**config.mk**
```make
export PLATFORM = sky130hd
export DESIGN_NAME = subset_set_operation_engine_flat
export DESIGN_NICKNAME = d
export VERILOG_FILES = /design/src/rtl/core/ssoe_pkg.sv /design/src/rtl/core/ssoe_if.sv /design/src/rtl/core/ssoe_apb_regs.sv /design/src/rtl/core/subset_set_operation_engine.sv /design/src/flat_wrapper.sv
export SDC_FILE = /design/constraint.sdc
export NUM_CORES = 2
export LEC_CHECK = 0
export BUFFER_PORTS_ARGS = -buffer_cell sky130_fd_sc_hd__buf_2
export CORE_MARGIN = 1.5
export CORE_UTILIZATION = 60
export CTS_BUF_LIST = sky130_fd_sc_hd__clkbuf_8 sky130_fd_sc_hd__clkbuf_16
export DETAILED_ROUTE_END_ITERATION = 16
export PLACE_DENSITY = 0.82
export SLEW_MARGIN = 20
export SYNTH_ARGS = -nofsm -noshare
export SYNTH_HDL_FRONTEND = slang
export SYNTH_SLANG_ARGS = --single-unit
```
**constraint.sdc**
```tcl
create_clock -name clk_i -period 13.1 [get_ports clk_i]
set_input_delay 1.31 -clock clk_i [delete_from_list [all_inputs] [get_ports clk_i]]
set_output_delay 1.31 -clock clk_i [all_outputs]
set_load 0.05 [all_outputs]
```
**src/rtl/core/ssoe_pkg.sv**
```systemverilog
// Shared types and constants for the subset set-operation engine.
package ssoe_pkg;

  localparam int unsigned DEST_MAX_DEF = 1024;
  localparam int unsigned WORD_W       = 32;
  localparam int unsigned WORD_BITS_W  = 5;
  localparam int unsigned KIND_W       = 2;
  localparam int unsigned VALUE_W      = 10;
  localparam int unsigned ELEM_W       = 10;
  localparam int unsigned ERR_W        = 2;
  localparam int unsigned OP_W         = 2;
  localparam int unsigned DSIZE_W      = 11;
  localparam int unsigned PADDR_W      = 3;
  localparam int unsigned PDATA_W      = 32;
  localparam logic [DSIZE_W-1:0] DSIZE_RST = 11'd1024;

  typedef enum logic [KIND_W-1:0] {
    KIND_LOAD_A = 2'd0,
    KIND_LOAD_B = 2'd1,
    KIND_FETCH  = 2'd2,
    KIND_CLEAR  = 2'd3
  } kind_e;

  typedef enum logic [OP_W-1:0] {
    OP_UNION = 2'd0,
    OP_INTER = 2'd1,
    OP_DIFF  = 2'd2,
    OP_COMPL = 2'd3
  } op_e;

  typedef enum logic [ERR_W-1:0] {
    ERR_NONE  = 2'd0,
    ERR_DUP   = 2'd1,
    ERR_RANGE = 2'd2
  } err_e;

  typedef enum logic {
    REG_OP_SELECT = 1'b0,
    REG_DEST_SIZE = 1'b1
  } reg_e;

  typedef enum logic [2:0] {
    ST_IDLE  = 3'd0,
    ST_LOAD  = 3'd1,
    ST_SCAN  = 3'd2,
    ST_RESP  = 3'd3,
    ST_SWEEP = 3'd4
  } state_e;

  typedef struct packed {
    op_e                op_select;
    logic [DSIZE_W-1:0] dest_size;
  } cfg_t;

endpackage

```
**src/rtl/core/ssoe_if.sv**
```systemverilog
// Valid/ready stream interfaces for the item and result channels.
interface ssoe_in_if;
  logic                             valid;
  logic                             ready;
  logic [ssoe_pkg::KIND_W-1:0]      kind;
  logic [ssoe_pkg::VALUE_W-1:0]     value;

  modport source (output valid, kind, value, input ready);
  modport sink   (input valid, kind, value, output ready);
endinterface

interface ssoe_out_if;
  logic                             valid;
  logic                             ready;
  logic [ssoe_pkg::ELEM_W-1:0]      element;
  logic                             element_valid;
  logic                             done_res;
  logic [ssoe_pkg::ERR_W-1:0]       error;

  modport source (output valid, element, element_valid, done_res, error, input ready);
  modport sink   (input valid, element, element_valid, done_res, error, output ready);
endinterface

```
**src/rtl/core/ssoe_apb_regs.sv**
```systemverilog
// APB configuration registers: op_select and dest_size.
module ssoe_apb_regs (
  input  logic                           clk_i,
  input  logic                           rst_ni,
  input  logic                           psel,
  input  logic                           penable,
  input  logic                           pwrite,
  input  logic [ssoe_pkg::PADDR_W-1:0]   paddr,
  input  logic [ssoe_pkg::PDATA_W-1:0]   pwdata,
  output logic [ssoe_pkg::PDATA_W-1:0]   prdata,
  output logic                           pready,
  output ssoe_pkg::cfg_t                 cfg_o
);

  ssoe_pkg::cfg_t   cfg_q, cfg_d;
  ssoe_pkg::reg_e   reg_sel;
  logic             wr_en;

  assign pready  = 1'b1;
  assign reg_sel = ssoe_pkg::reg_e'(paddr[2]);
  assign wr_en   = psel && penable && pwrite;

  always_comb begin
    cfg_d = cfg_q;
    if (wr_en) begin
      unique case (reg_sel)
        ssoe_pkg::REG_OP_SELECT:
          cfg_d.op_select = ssoe_pkg::op_e'(pwdata[ssoe_pkg::OP_W-1:0]);
        ssoe_pkg::REG_DEST_SIZE:
          cfg_d.dest_size = pwdata[ssoe_pkg::DSIZE_W-1:0];
        default: cfg_d = cfg_q;
      endcase
    end
  end

  always_comb begin
    unique case (reg_sel)
      ssoe_pkg::REG_OP_SELECT:
        prdata = ssoe_pkg::PDATA_W'(cfg_q.op_select);
      ssoe_pkg::REG_DEST_SIZE:
        prdata = ssoe_pkg::PDATA_W'(cfg_q.dest_size);
      default: prdata = '0;
    endcase
  end

  always_ff @(posedge clk_i or negedge rst_ni) begin
    if (!rst_ni) begin
      cfg_q.op_select <= ssoe_pkg::OP_UNION;
      cfg_q.dest_size <= ssoe_pkg::DSIZE_RST;
    end else begin
      cfg_q <= cfg_d;
    end
  end

  assign cfg_o = cfg_q;

endmodule

```
**src/rtl/core/subset_set_operation_engine.sv**
```systemverilog
// Subset set-operation engine: two membership bitmaps in a word memory, scanned on fetch.
//
// Usage: item_i carries (kind, value); every accepted item gives exactly one
// transaction on result_o (element, element_valid, done_res, error).
// Kinds: load A, load B, fetch next member of the selected set, clear.
// Set A and set B share one memory, one row of 32 A bits and 32 B bits per row.
// Steps from accept to result valid, receiver ready:
//   load in range      read row, write row, present result
//   load out of range  present result
//   fetch              read the row at the cursor, scan one row per cycle (set by
//                      the single read port), present result; no scan at cursor end
//   clear              present result, then clear the ceil(DEST_MAX/32) memory
//                      rows (32 at the default) before the next item.
// One item is in flight at a time; item_i.ready is high only when idle.
// Reset: config returns to op_select 0 and dest_size 1024, the cursor goes to
// zero and the memory is cleared by a pass over all ceil(DEST_MAX/32) rows,
// during which no item is taken; APB writes are taken at any time.
// A stalled receiver holds the result in the output register; the engine
// waits with the next result until that one is taken.
module subset_set_operation_engine #(
  parameter int unsigned DEST_MAX = ssoe_pkg::DEST_MAX_DEF
) (
  input  logic                           clk_i,
  input  logic                           rst_ni,
  ssoe_in_if.sink                        item_i,
  ssoe_out_if.source                     result_o,
  input  logic                           psel,
  input  logic                           penable,
  input  logic                           pwrite,
  input  logic [ssoe_pkg::PADDR_W-1:0]   paddr,
  input  logic [ssoe_pkg::PDATA_W-1:0]   pwdata,
  output logic [ssoe_pkg::PDATA_W-1:0]   prdata,
  output logic                           pready
);

  localparam int unsigned WW    = ssoe_pkg::WORD_W;
  localparam int unsigned WB    = ssoe_pkg::WORD_BITS_W;
  localparam int unsigned DEPTH = (DEST_MAX + WW - 1) / WW;
  localparam int unsigned AW    = (DEPTH > 1) ? $clog2(DEPTH) : 1;
  localparam int unsigned CW    = $clog2(DEST_MAX + 1);
  localparam int unsigned SW    = (CW > ssoe_pkg::DSIZE_W) ? CW : ssoe_pkg::DSIZE_W;
  localparam int unsigned IW    = AW + WB;
  localparam logic [AW-1:0] LAST_ROW = AW'(DEPTH - 1);

  ssoe_pkg::cfg_t   cfg;
  ssoe_pkg::state_e state_q, state_d;
  ssoe_pkg::kind_e  kind_in;

  logic [CW-1:0]     cursor_q, cursor_d;
  logic [AW-1:0]     word_q, word_d;
  logic [WB-1:0]     bit_q, bit_d;
  logic              is_b_q, is_b_d;
  logic              first_q, first_d;
  logic              clr_q, clr_d;
  logic [AW-1:0]     sweep_q, sweep_d;

  logic [ssoe_pkg::ELEM_W-1:0] pend_elem_q, pend_elem_d;
  logic                        pend_valid_q, pend_valid_d;
  logic                        pend_done_q, pend_done_d;
  ssoe_pkg::err_e              pend_err_q, pend_err_d;

  logic                        out_valid_q, out_valid_d;
  logic [ssoe_pkg::ELEM_W-1:0] out_elem_q;
  logic                        out_evalid_q;
  logic                        out_done_q;
  ssoe_pkg::err_e              out_err_q;
  logic                        out_load;

  logic [2*WW-1:0]   mem_q [DEPTH];
  logic [2*WW-1:0]   rdata_q;
  logic [2*WW-1:0]   mem_wdata;
  logic [AW-1:0]     mem_raddr, mem_waddr;
  logic              mem_re, mem_we;

  logic [SW-1:0]     size_w, last_w, cur_w, val_w;
  logic [CW-1:0]     size_eff;
  logic [AW-1:0]     last_word, cur_word, val_word;
  logic [WB-1:0]     last_bit, cur_bit;
  logic              accept, range_err, cursor_end;

  logic [WW-1:0]     a_word, b_word, sel_word, res_word, cand, lo_mask, hi_mask;
  logic              hit;
  logic [WB-1:0]     enc;
  logic [IW-1:0]     hit_idx;
  logic              resp_free;

  ssoe_apb_regs u_regs (
    .clk_i   (clk_i),
    .rst_ni  (rst_ni),
    .psel    (psel),
    .penable (penable),
    .pwrite  (pwrite),
    .paddr   (paddr),
    .pwdata  (pwdata),
    .prdata  (prdata),
    .pready  (pready),
    .cfg_o   (cfg)
  );

  // effective range and scan bounds
  assign size_w    = (SW'(cfg.dest_size) < SW'(DEST_MAX)) ? SW'(cfg.dest_size) : SW'(DEST_MAX);
  assign size_eff  = CW'(size_w);
  assign last_w    = size_w - SW'(1);
  assign last_word = AW'(last_w >> WB);
  assign last_bit  = last_w[WB-1:0];
  assign cur_w     = SW'(cursor_q);
  assign cur_word  = AW'(cur_w >> WB);
  assign cur_bit   = cur_w[WB-1:0];
  assign val_w     = SW'(item_i.value);
  assign val_word  = AW'(val_w >> WB);
  assign range_err = (val_w >= size_w);
  assign cursor_end = (cur_w >= size_w);

  assign kind_in      = ssoe_pkg::kind_e'(item_i.kind);
  assign item_i.ready = (state_q == ssoe_pkg::ST_IDLE);
  assign accept       = item_i.valid && item_i.ready;
  assign resp_free    = !out_valid_q || result_o.ready;

  // row evaluation
  assign a_word = rdata_q[WW-1:0];
  assign b_word = rdata_q[2*WW-1:WW];
  assign sel_word = is_b_q ? b_word : a_word;

  always_comb begin
    case (cfg.op_select)
      ssoe_pkg::OP_UNION: res_word = a_word | b_word;
      ssoe_pkg::OP_INTER: res_word = a_word & b_word;
      ssoe_pkg::OP_DIFF:  res_word = a_word & ~b_word;
      default:            res_word = ~a_word;
    endcase
  end

  assign lo_mask = first_q ? ~((WW'(1) << cur_bit) - WW'(1)) : '1;
  assign hi_mask = (word_q == last_word) ? ((WW'(2) << last_bit) - WW'(1)) : '1;
  assign cand    = res_word & lo_mask & hi_mask;
  assign hit     = |cand;

  always_comb begin
    enc = '0;
    for (int i = WW - 1; i >= 0; i--) begin
      if (cand[i]) begin
        enc = WB'(i);
      end
    end
  end

  assign hit_idx = {word_q, enc};

  // next state
  always_comb begin
    state_d = state_q;
    unique case (state_q)
      ssoe_pkg::ST_IDLE: begin
        if (accept) begin
          unique case (kind_in)
            ssoe_pkg::KIND_LOAD_A,
            ssoe_pkg::KIND_LOAD_B: state_d = range_err ? ssoe_pkg::ST_RESP : ssoe_pkg::ST_LOAD;
            ssoe_pkg::KIND_FETCH:  state_d = cursor_end ? ssoe_pkg::ST_RESP : ssoe_pkg::ST_SCAN;
            default:               state_d = ssoe_pkg::ST_RESP;
          endcase
        end
      end
      ssoe_pkg::ST_LOAD: state_d = ssoe_pkg::ST_RESP;
      ssoe_pkg::ST_SCAN: begin
        if (hit || word_q == last_word) begin
          state_d = ssoe_pkg::ST_RESP;
        end
      end
      ssoe_pkg::ST_RESP: begin
        if (resp_free) begin
          state_d = clr_q ? ssoe_pkg::ST_SWEEP : ssoe_pkg::ST_IDLE;
        end
      end
      ssoe_pkg::ST_SWEEP: begin
        if (sweep_q == LAST_ROW) begin
          state_d = ssoe_pkg::ST_IDLE;
        end
      end
      default: state_d = ssoe_pkg::ST_SWEEP;
    endcase
  end

  // datapath and memory control
  always_comb begin
    cursor_d     = cursor_q;
    word_d       = word_q;
    bit_d        = bit_q;
    is_b_d       = is_b_q;
    first_d      = first_q;
    clr_d        = clr_q;
    sweep_d      = sweep_q;
    pend_elem_d  = pend_elem_q;
    pend_valid_d = pend_valid_q;
    pend_done_d  = pend_done_q;
    pend_err_d   = pend_err_q;
    mem_re       = 1'b0;
    mem_raddr    = word_q;
    mem_we       = 1'b0;
    mem_waddr    = word_q;
    mem_wdata    = rdata_q;
    out_load     = 1'b0;
    unique case (state_q)
      ssoe_pkg::ST_IDLE: begin
        if (accept) begin
          pend_elem_d  = '0;
          pend_valid_d = 1'b0;
          pend_done_d  = 1'b0;
          pend_err_d   = ssoe_pkg::ERR_NONE;
          unique case (kind_in)
            ssoe_pkg::KIND_LOAD_A,
            ssoe_pkg::KIND_LOAD_B: begin
              is_b_d = (kind_in == ssoe_pkg::KIND_LOAD_B);
              word_d = val_word;
              bit_d  = val_w[WB-1:0];
              if (range_err) begin
                pend_err_d = ssoe_pkg::ERR_RANGE;
              end else begin
                mem_re    = 1'b1;
                mem_raddr = val_word;
              end
            end
            ssoe_pkg::KIND_FETCH: begin
              if (cursor_end) begin
                pend_done_d = 1'b1;
              end else begin
                word_d    = cur_word;
                first_d   = 1'b1;
                mem_re    = 1'b1;
                mem_raddr = cur_word;
              end
            end
            default: begin
              cursor_d = '0;
              clr_d    = 1'b1;
            end
          endcase
        end
      end
      ssoe_pkg::ST_LOAD: begin
        if (sel_word[bit_q]) begin
          pend_err_d = ssoe_pkg::ERR_DUP;
        end else begin
          mem_we = 1'b1;
          // B bits sit in the upper half of the row
          mem_wdata[{is_b_q, bit_q}] = 1'b1;
        end
      end
      ssoe_pkg::ST_SCAN: begin
        if (hit) begin
          pend_elem_d  = ssoe_pkg::ELEM_W'(hit_idx);
          pend_valid_d = 1'b1;
          cursor_d     = CW'(SW'(hit_idx) + SW'(1));
        end else if (word_q == last_word) begin
          pend_done_d = 1'b1;
          cursor_d    = size_eff;
        end else begin
          word_d    = word_q + AW'(1);
          first_d   = 1'b0;
          mem_re    = 1'b1;
          mem_raddr = word_q + AW'(1);
        end
      end
      ssoe_pkg::ST_RESP: begin
        if (resp_free) begin
          out_load = 1'b1;
          clr_d    = 1'b0;
        end
      end
      ssoe_pkg::ST_SWEEP: begin
        mem_we    = 1'b1;
        mem_waddr = sweep_q;
        mem_wdata = '0;
        sweep_d   = (sweep_q == LAST_ROW) ? '0 : sweep_q + AW'(1);
      end
      default: sweep_d = '0;
    endcase
  end

  assign out_valid_d = out_load ? 1'b1 : (result_o.ready ? 1'b0 : out_valid_q);

  always_ff @(posedge clk_i) begin
    if (mem_we) begin
      mem_q[mem_waddr] <= mem_wdata;
    end
  end

  always_ff @(posedge clk_i) begin
    if (mem_re) begin
      rdata_q <= mem_q[mem_raddr];
    end
  end

  always_ff @(posedge clk_i or negedge rst_ni) begin
    if (!rst_ni) begin
      state_q     <= ssoe_pkg::ST_SWEEP;
      cursor_q    <= '0;
      clr_q       <= 1'b0;
      sweep_q     <= '0;
      first_q     <= 1'b0;
      out_valid_q <= 1'b0;
    end else begin
      state_q     <= state_d;
      cursor_q    <= cursor_d;
      clr_q       <= clr_d;
      sweep_q     <= sweep_d;
      first_q     <= first_d;
      out_valid_q <= out_valid_d;
    end
  end

  always_ff @(posedge clk_i) begin
    word_q       <= word_d;
    bit_q        <= bit_d;
    is_b_q       <= is_b_d;
    pend_elem_q  <= pend_elem_d;
    pend_valid_q <= pend_valid_d;
    pend_done_q  <= pend_done_d;
    pend_err_q   <= pend_err_d;
    if (out_load) begin
      out_elem_q   <= pend_elem_q;
      out_evalid_q <= pend_valid_q;
      out_done_q   <= pend_done_q;
      out_err_q    <= pend_err_q;
    end
  end

  assign result_o.valid         = out_valid_q;
  assign result_o.element       = out_elem_q;
  assign result_o.element_valid = out_evalid_q;
  assign result_o.done_res      = out_done_q;
  assign result_o.error         = out_err_q;

`ifndef SYNTHESIS
  a_mem_write_state: assert property (@(posedge clk_i) disable iff (!rst_ni)
    mem_we |-> (state_q == ssoe_pkg::ST_LOAD || state_q == ssoe_pkg::ST_SWEEP))
    else $error("memory written outside load or clearing pass");

  a_cursor_bound: assert property (@(posedge clk_i) disable iff (!rst_ni)
    SW'(cursor_q) <= SW'(DEST_MAX))
    else $error("scan cursor past DEST_MAX");

  a_result_exclusive: assert property (@(posedge clk_i) disable iff (!rst_ni)
    result_o.valid |-> !(result_o.element_valid && result_o.done_res)
                       && !(result_o.element_valid && result_o.error != ssoe_pkg::ERR_NONE))
    else $error("inconsistent result flags");

  a_one_in_flight: assert property (@(posedge clk_i) disable iff (!rst_ni)
    accept |=> !item_i.ready)
    else $error("second transaction taken while one is in flight");
`endif

endmodule

```
**src/flat_wrapper.sv**
```systemverilog
// flat-port wrapper written by rule: the top's interface ports become plain ports
module subset_set_operation_engine_flat 
#(
  parameter int unsigned DEST_MAX = ssoe_pkg::DEST_MAX_DEF
)
  (clk_i, rst_ni, psel, penable, pwrite, paddr, pwdata, prdata, pready, item_i_valid, item_i_kind, item_i_value, item_i_ready, result_o_valid, result_o_element, result_o_element_valid, result_o_done_res, result_o_error, result_o_ready);
  ssoe_in_if item_i_i ();
  ssoe_out_if result_o_i ();
  input  logic clk_i;
  input  logic rst_ni;
  input  logic psel;
  input  logic penable;
  input  logic pwrite;
  input  logic [ssoe_pkg::PADDR_W-1:0] paddr;
  input  logic [ssoe_pkg::PDATA_W-1:0] pwdata;
  output logic [ssoe_pkg::PDATA_W-1:0] prdata;
  output logic pready;
  input wire logic [$bits(item_i_i.valid)-1:0] item_i_valid;
  input wire logic [$bits(item_i_i.kind)-1:0] item_i_kind;
  input wire logic [$bits(item_i_i.value)-1:0] item_i_value;
  output wire logic [$bits(item_i_i.ready)-1:0] item_i_ready;
  output wire logic [$bits(result_o_i.valid)-1:0] result_o_valid;
  output wire logic [$bits(result_o_i.element)-1:0] result_o_element;
  output wire logic [$bits(result_o_i.element_valid)-1:0] result_o_element_valid;
  output wire logic [$bits(result_o_i.done_res)-1:0] result_o_done_res;
  output wire logic [$bits(result_o_i.error)-1:0] result_o_error;
  input wire logic [$bits(result_o_i.ready)-1:0] result_o_ready;
  assign item_i_i.valid = item_i_valid;
  assign item_i_i.kind = item_i_kind;
  assign item_i_i.value = item_i_value;
  assign item_i_ready = item_i_i.ready;
  assign result_o_valid = result_o_i.valid;
  assign result_o_element = result_o_i.element;
  assign result_o_element_valid = result_o_i.element_valid;
  assign result_o_done_res = result_o_i.done_res;
  assign result_o_error = result_o_i.error;
  assign result_o_i.ready = result_o_ready;
  subset_set_operation_engine #(.DEST_MAX(DEST_MAX)) u_core (.clk_i(clk_i), .rst_ni(rst_ni), .item_i(item_i_i), .result_o(result_o_i), .psel(psel), .penable(penable), .pwrite(pwrite), .paddr(paddr), .pwdata(pwdata), .prdata(prdata), .pready(pready));
endmodule
```
==> impl_metrics.ini <==
[timing]
drv_slew = 0
setup_viol = 0
min_period_over_period_pct = 70.2
hold_violations = 0
tns_ps = 0
rsz0062_at_grt = false
fin_skew_ps = 37.6
worstMarginPinSlew_ps = 1280
slew_headroom_pct = 14.4
max_freq_mhz = 109
fin_crit_ps = 9190

[final_layout]
drive_gt1_share_pct = 8.82
multi_input_area_um2 = 25500
nets = 6356
postLayoutCoreUtil_pct = 66.1
fill_cells = 9910
fin_cells = 8478
seq_area_um2 = 65500
syn2layout_area_growth_pct = 9.65

[place]
gp_congestion = 0.976
dpl.hpwl_um = 130000
portBuffers = 57
placed_cells = 8105

[clocking]
cts_setup_buffers = 0
root_buffer = clkbuf_16
clock_latency_ps = 860
cts_sinks = 2186
path_clk_slew_ps = 80
cts_tree = done
cts-resized-gates = 0
numCtsBuffers = 202
cts_hold_buf = 0
cts_max_path_buffers = 3
h-tree-depth = 4

[floorplan]
core_area_um2 = 154000
die_h_um = 396
die_w_um = 396
num_rows = 144
pin_count = 103
start_util_pct = 60.3
dieArea_um2 = 157000

[worst_setup_path]
crit_fanout = 104
end_kind = register
cp.arrival_ps = 9870
crit_type = register to register
cp.required_ps = 13780
start_kind = register

[global_routing]
grt_pass1_wl_um = 359000
grt.total_usage_pct = 31.1
grt_pass1_vias = 55405
overflow = 0
antenna_found_initial = 5
met2_usage_pct = 47.8
use_met1_pct = 41.6
grtUsageMet3_pct = 7.89
grt_max_degree = 200
grt_busiest_layer = met2

[synth]
synth.distinct_cells = 93
ys.flop_type = edfxtp_1
async_reset_ff_share_pct = 1.60
synth_edf_count = 2151
synth_warnings = 0
synthTopCellsByArea = edfxtp_1, mux2i_1, nand2_1
yosysTopAreaCell = edfxtp_1
syn_avg_cell_area_um2 = 14.6
synth_cells = 6329
yosysSeqAreaShare_pct = 70.7
ys_seq_elements = 2186
synth_common_cells = edfxtp_1, mux2i_1, nand2_1, nor3_1, and2_1
synth_top_area_share_pct = 69.7
syn_area_um2 = 92600
post-synth-top-count-cell = edfxtp_1

[drt]
wl_um = 247000
vias_per_cell = 6.81
ant_nets = 0
firstDrtPassIters = 7
vias = 57741
route.detailed.drc = 0
routedWlPerCell_um = 29.2
first_iter_violations = 8970

[job]
max-cap-violations = 0

[power]
power_density_nw_per_um2 = 237
ir_worst_vdd_mv = 0.296
p_leak_nw = 35.6

[hold_path]
hold_class = register to register

[run_status]
status = complete, no violations
## cells by family (layout without fill, tap and decap cells)
logic type | Yosys count | after routing | synth area share (%)
mux | 826 | 826 | 9.15
fa+ha+maj | 32 | 32 | 0.432
other cells | 2 | 25 | 0.00811
simple gates | 1609 | 1609 | 8.53
flops | 2186 | 2186 | 70.7
xor+xnor | 55 | 55 | 0.520
buf+inv | 501 | 583 | 2.35
compound gates | 1118 | 1118 | 8.33
## final timing paths
check,from,to,slack (ps),cells past startpoint
setup / recovery,u_core.cur_w[2],u_core.rdata_q[1],3910,20
hold / removal,u_core.pend_err_q[1],u_core.result_o.error[1],420,0
setup reg to reg,u_core.cur_w[2],u_core.rdata_q[1],3910,20
hold reg to reg,u_core.pend_err_q[1],u_core.result_o.error[1],420,0
max in group asynchronous,rst_ni,u_core.result_o.valid,11910,1
min in group asynchronous,rst_ni,u_core.cur_w[2],610,1
## cells in the final DEF (no fill, tap or decap), types with 23 or more instances in the layout
cell type / synthesis / layout
a211oi_1: 273 / 273
a21oi_1: 83 / 83
a22o_1: 60 / 58
a31oi_1: 275 / 275
and2_1: 278 / 277
buf_2: 138 / 57
buf_4: 31 / 102
clkbuf_16: 0 / 204
clkinv_1: 7 / 62
clkinv_2: 0 / 23
dfrtp_1: 33 / 33
edfxtp_1: 2151 / 2151
ha_1: 32 / 29
inv_1: 34 / 80
mux2i_1: 794 / 793
nand2_1: 639 / 634
nand3_1: 33 / 33
nor2_1: 113 / 76
nor2_4: 0 / 33
nor3_1: 346 / 345
o211ai_1: 24 / 24
o21ai_0: 90 / 81
o22ai_1: 139 / 139
or4_1: 63 / 63
xor2_1: 34 / 34
## where the power goes
| group | switching [mW] | internal [mW] | total [mW] |
|---|---|---|---|
| Combinational | 6.30 | 3.23 | 9.53 |
| Sequential | 0.231 | 8.62 | 8.85 |
| Clock | 2.53 | 3.16 | 5.69 |
## worst max-delay path: stages, from the launching register on
cell       delay, ps
dfrtp_1          900
or3_1            270
or2_2            140
ha_1             820
nor2b_1          400
a2111oi_0        160
o311ai_0         860
o32a_1           290
a32o_1           240
o211ai_1         170
or4_1            580
nor4_4           610
buf_4            310
nand3_1          150
o311ai_4         290
buf_12           570
buf_4            810
mux2i_1          300
nor3_1            80
or4_1            610
nor3_1           210
## final cells by class
type,instances,share of cell area (%)
inverters,41,0.152
multi-input cells,3662,25.1
repair buffers,177,1.43
clock buffers,204,5.03
clock inverters,161,1.26
well taps,2044,2.52
diodes,3,0.00739
flip-flops and latches,2186,64.5
## state kept, by name, summed over array words and instances, names as in the netlist, 2 cells and up
signal	count
u_core.rdata_q	64
u_core.word_q	5
u_core.state_q	3
u_core.result_o.error	2
u_core.bit_q	5
u_core.mem_q	2048
u_core.pend_elem_q	10
u_core.result_o.element	10
u_core.sweep_q	5
u_core.u_regs.cfg_o	13
u_core.cur_w	11
u_core.pend_err_q	2
## per-layer routing
metal,up-vias,share of wire (%)
li1,24512,-
met1,28576,36
met2,3898,46
met3,747,13
met4,8,5.3
met5,-,0.060
## metrics by stage
stage          cell area [µm²]  hold WS, ps  power (mW)  setup slack (ps)
2_1_floorplan            92700          400        15.8              3230
3_3_place_gp             95000          403        18.0              4070
3_5_place_dp             95000          406        18.2              4050
4_1_cts                 101000          419        23.9              4000
5_1_grt                 102000          424        25.0              3730
6_report                102000          419        24.1              3910
Power figures use the tool's default switching activity.
